File: config.mk
export PLATFORM = sky130hd
export DESIGN_NAME = m3i_divider
export DESIGN_NICKNAME = d
export VERILOG_FILES = /design/src/hdl/m3i_pkg.sv /design/src/hdl/m3i_divider.sv
export SDC_FILE = /design/constraint.sdc
export NUM_CORES = 2
export LEC_CHECK = 0
export BUFFER_PORTS_ARGS = -buffer_cell sky130_fd_sc_hd__buf_2
export CAP_MARGIN = 10
export CORE_MARGIN = 4
export CORE_UTILIZATION = 60
export CTS_CLUSTER_SIZE = 14
export DETAILED_ROUTE_END_ITERATION = 12
export PLACE_DENSITY_LB_ADDON = 0.3
export SYNTH_ARGS = -nofsm -noshare
export SYNTH_HDL_FRONTEND = slang
export SYNTH_SLANG_ARGS = --single-unit
File: constraint.sdc
create_clock -name clk -period 5.7 [get_ports clk]
set_input_delay 1.71 -clock clk [delete_from_list [all_inputs] [get_ports clk]]
set_output_delay 1.71 -clock clk [all_outputs]
set_load 0.02 [all_outputs]
File: src/hdl/m3i_pkg.sv
// Shared types, widths and constants of the 3x3 matrix inverse.
package m3i_pkg;

    localparam int ELEM_BITS = 16;
    localparam int FRAC_BITS = 8;
    localparam int PROD_BITS = 2 * ELEM_BITS;
    localparam int ADJ_BITS  = PROD_BITS + 1;
    localparam int TERM_BITS = ADJ_BITS + ELEM_BITS;
    localparam int DET_BITS  = TERM_BITS + 2;
    localparam int NUM_BITS  = ADJ_BITS + 2 * FRAC_BITS;
    localparam int QUO_BITS  = ELEM_BITS + 1;
    localparam int DOUT_BITS = 2 * ELEM_BITS;
    localparam int NUM_ELEM  = 9;

    typedef logic signed [ELEM_BITS-1:0] elem_t;
    typedef elem_t [NUM_ELEM-1:0] mat_t;
    typedef logic signed [ADJ_BITS-1:0] adj_t;
    typedef adj_t [NUM_ELEM-1:0] adj_mat_t;
    typedef logic signed [DET_BITS-1:0] det_t;
    typedef logic [DET_BITS-1:0] mag_t;
    typedef logic [QUO_BITS-1:0] quo_t;

    typedef struct packed {
        logic signed [15:0] in_c0_r0;
        logic signed [15:0] in_c0_r1;
        logic signed [15:0] in_c0_r2;
        logic signed [15:0] in_c1_r0;
        logic signed [15:0] in_c1_r1;
        logic signed [15:0] in_c1_r2;
        logic signed [15:0] in_c2_r0;
        logic signed [15:0] in_c2_r1;
        logic signed [15:0] in_c2_r2;
    } in_item_t;

    typedef struct packed {
        logic signed [15:0] out_c0_r0;
        logic signed [15:0] out_c0_r1;
        logic signed [15:0] out_c0_r2;
        logic signed [15:0] out_c1_r0;
        logic signed [15:0] out_c1_r1;
        logic signed [15:0] out_c1_r2;
        logic signed [15:0] out_c2_r0;
        logic signed [15:0] out_c2_r1;
        logic signed [15:0] out_c2_r2;
        logic signed [31:0] determinant;
        logic               singular;
    } out_item_t;

endpackage

File: src/hdl/m3i_divider.sv
// Pipelined restoring divider for magnitudes, one quotient bit per stage.
module m3i_divider (
    input  logic          clk,
    input  logic          en,
    input  m3i_pkg::mag_t num,
    input  m3i_pkg::mag_t den,
    output m3i_pkg::quo_t quo,
    output logic          ovf
);
    import m3i_pkg::*;

    mag_t rem_reg [QUO_BITS+1];
    mag_t den_reg [QUO_BITS+1];
    quo_t q_reg   [QUO_BITS+1];
    logic ovf_reg [QUO_BITS+1];

    // The first stage flags quotients too large for the quotient width.
    always_ff @(posedge clk)
    begin
        if (en)
        begin
            rem_reg[0] <= num;
            den_reg[0] <= den;
            q_reg[0]   <= '0;
            ovf_reg[0] <= (num >> QUO_BITS) >= den;
        end
    end

    for (genvar j = 0; j < QUO_BITS; j++)
    begin : g_step
        localparam int K = QUO_BITS - 1 - j;
        logic fits;
        quo_t q_next;
        assign fits = (rem_reg[j] >> K) >= den_reg[j];
        always_comb
        begin
            q_next    = q_reg[j];
            q_next[K] = fits;
        end
        always_ff @(posedge clk)
        begin
            if (en)
            begin
                rem_reg[j+1] <= fits ? rem_reg[j] - (den_reg[j] << K) : rem_reg[j];
                den_reg[j+1] <= den_reg[j];
                q_reg[j+1]   <= q_next;
                ovf_reg[j+1] <= ovf_reg[j];
            end
        end
    end

    assign quo = q_reg[QUO_BITS];
    assign ovf = ovf_reg[QUO_BITS];

endmodule

==> results.yml <==
status:
  status: "completed"
synthesis:
  synth_async_sr_flop_share_pct: 0
  synth.avg_cell_area_um2: 11.34
  synth_seq_cells: 1905
  ys_seq_area_share_pct: 54.22
  netlist_area_um2: 105500
  yosysTopAreaCellShare_pct: 54.22
  synth_most_common_cell: "edfxtp_1"
  yosysTopAreaCell: "edfxtp_1"
  yosysUniqueCellTypes: 105
  synth_warnings: 0
  synth.area.top_cells: "edfxtp_1 (54%), ha_1 (9.1%), o21ai_0 (3.6%)"
  postSynthCellCount: 9301
  synth_nets: 10190
  synth_common_cells: "edfxtp_1 (1905), inv_1 (932), nand2_1 (814)"
  synth_edf_count: 1905
  synthFlopType: "edfxtp_1"
critical_path:
  criticalPathCategory: "register to register"
  ff2ff_setup_slack_ns: 0.89
  required_ns: 6.29
  startpoint_type: "register"
  r2r_end: "rem_reg[15][5]"
  r2r_cells: 9
  critPathCaptureType: "register"
  rr_startpoint: "rem_reg[14][47]"
  path_buf_inv: 1
  critical_path_depth: 9
  cp_slowest_cell: "nor4_1"
  slowest_delay_ns: 1.32
  cp_top_family: "simple AND/OR/NAND/NOR gates"
  cp_data_arrival_time_ns: 5.40
  crit_chain: "ha_1 -> nand3_1 -> nor4_1 -> and4b_1 -> nand4_1 -> o31ai_1 -> o21ba_2 -> buf_4 -> mux2_2"
  worstPathMaxFanout: 50
route:
  drt_iter0_drc: 4163
  vias: 70090
  postRouteAntennaNets: 0
  via_per_inst: 5.859
  drcViolationCount: 0
  wirelength_mm: 234.4
  avgRoutedWirePerCell_um: 19.60
  firstDrtPassIters: 6
clock_network:
  numCtsBuffers: 201
  cts_htree_levels: 4
  cts_tree: "done"
  cts_resized: 0
  clockRootBuffer: "clkbuf_16"
  path_clk_slew_ns: 0.06
  cts_buffer_depth: 3
  clock_sinks: 1905
  cts_setup_buffers: 0
  holdBufCountCts: 0
  insertion_delay_ns: 0.85
placed_design:
  port_buffers: 121
  place_congestion: 1.054
  dp_hpwl_mm: 180.5
global_routing:
  first_global_vias: 71590
  grt_pass1_wl_mm: 368.8
  grt.total_usage_pct: 25.63
  overflow: 0
  grt_max_degree: 119
  antenna_found_initial: 6
power_and_ir_drop:
  p_per_area_nw_per_um2: 309.8
  max-vdd-ir-drop_v: 0.0003091
  cellLeakagePower_nw: 48.46
  p_total_mw: 35.88
layout:
  regArea_um2: 57200
  multiInputGateArea_um2: 43730
  fin_nets: 10340
  drive_above_1_share_pct: 8.679
  n_fill_cell: 12720
  syn_to_final_growth_pct: 9.742
timing:
  setup_viol: 0
  fmax_ghz: 0.2079
  tns_ns: 0
  slew_headroom_pct: 6.694
  finalClockSkew_ns: 0.02244
  hold_violations: 0
  slew_viol_final: 0
  final.min_clock_period_ns: 4.811
  rsz0062_at_grt: "false"
  finalCritPeriodShare_pct: 84.40
  tightest_slew_ns: 1.387
floorplanning:
  die_y_um: 427.3
  floorplan.initialDensity_pct: 60.50
  die_x_um: 427.3
  die_area_um2: 182600
  core_area_um2: 174400
  io_pins: 122
  rows: 153
min_path:
  holdPathEnd: "rem_reg[11][1]"
  hp-start: "rem_reg[10][1]"
  hp-class: "register to register"
  whs_path_depth: 0
run:
  cap_violations: 0
==> layout make-up <==
class | instances | share of cell area (%)
Sequential cell | 1905 | 49.41
Multi-Input combinational cell | 6194 | 37.77
Clock buffer | 228 | 4.450
Inverter | 933 | 3.025
Tap cell | 2325 | 2.512
Timing Repair Buffer | 218 | 1.532
Clock inverter | 143 | 1.272
Antenna cell | 16 | 0.03458
==> power breakdown <==
group / internal, mW / switching [mW]
logic: 2.45 / 3.60
registers: 16.5 / 0.457
clock network: 7.45 / 5.46
total: 26.4 / 9.52
==> metal layers <==
metal  vias to the layer above  track usage, %  wire length, um
met5                         -               0                0
met1                     33090           24.66            81610
met3                       683           2.877             6959
li1                      34530               -                -
met2                      1784           50.58           128900
met4                         0           16.99            16970
==> logic make-up (layout without fill, tap and decap cells) <==
group | count (synthesis) | after routing | synth area share [%]
AOI/OAI and AO/OA | 2574 | 2574 | 15.27
and+or+nand+nor | 2004 | 2004 | 9.001
DFF | 1905 | 1905 | 54.22
buffers and inverters | 1202 | 1522 | 4.448
adders and majority gates | 781 | 781 | 9.376
xor gates and xnor gates | 587 | 587 | 4.873
muxes | 248 | 248 | 2.813
other | 0 | 16 | 0
==> cell usage in the layout (no fill, tap or decap), types with 89 or more instances in the layout <==
cell type | Yosys | final
mux2_2 | 176 | 176
inv_1 | 932 | 932
xor2_1 | 260 | 260
a21oi_1 | 657 | 656
clkbuf_16 | 0 | 202
nor2b_1 | 96 | 96
nand2b_1 | 98 | 98
nand2_1 | 814 | 814
ha_1 | 765 | 765
nand3_1 | 174 | 174
buf_2 | 33 | 120
a21o_1 | 433 | 433
o21a_1 | 89 | 89
o21ai_0 | 757 | 756
nor2_1 | 342 | 342
xnor2_1 | 327 | 327
a31oi_1 | 103 | 101
edfxtp_1 | 1905 | 1905
nand4_1 | 124 | 124
==> metrics by stage <==
step | util (%) | setup slack (ns) | instances | hold slack [ns] | cell area [um^2]
detailed placement | 62.57 | 0.9350 | 11580 | 0.4045 | 109100
global placement | 62.57 | 0.9454 | 11580 | 0.4002 | 109100
floorplan | - | 1.908 | 9301 | 0.4003 | 105500
CTS | 66.37 | 1.028 | 11950 | 0.4117 | 115700
global route | 66.39 | 0.8372 | 11960 | 0.4174 | 115800
finish | 66.39 | 0.8891 | 11960 | 0.4116 | 115800
==> how the worst max path moves through the flow <==
stage | start | endpoint | slack, ns
finish | rem_reg[14][47] | rem_reg[15][5] | 0.89
CTS | rem_reg[12][13] | rem_reg[13][23] | 1.03
floorplan | rem_reg[15][1] | rem_reg[16][47] | 1.91
global route | rem_reg[12][4] | rem_reg[13][38] | 0.84
global placement | num[17] | ovf_reg[0] | 0.95
detailed placement | num[17] | ovf_reg[0] | 0.93
Note: power is estimated with default switching activity, not from simulation.
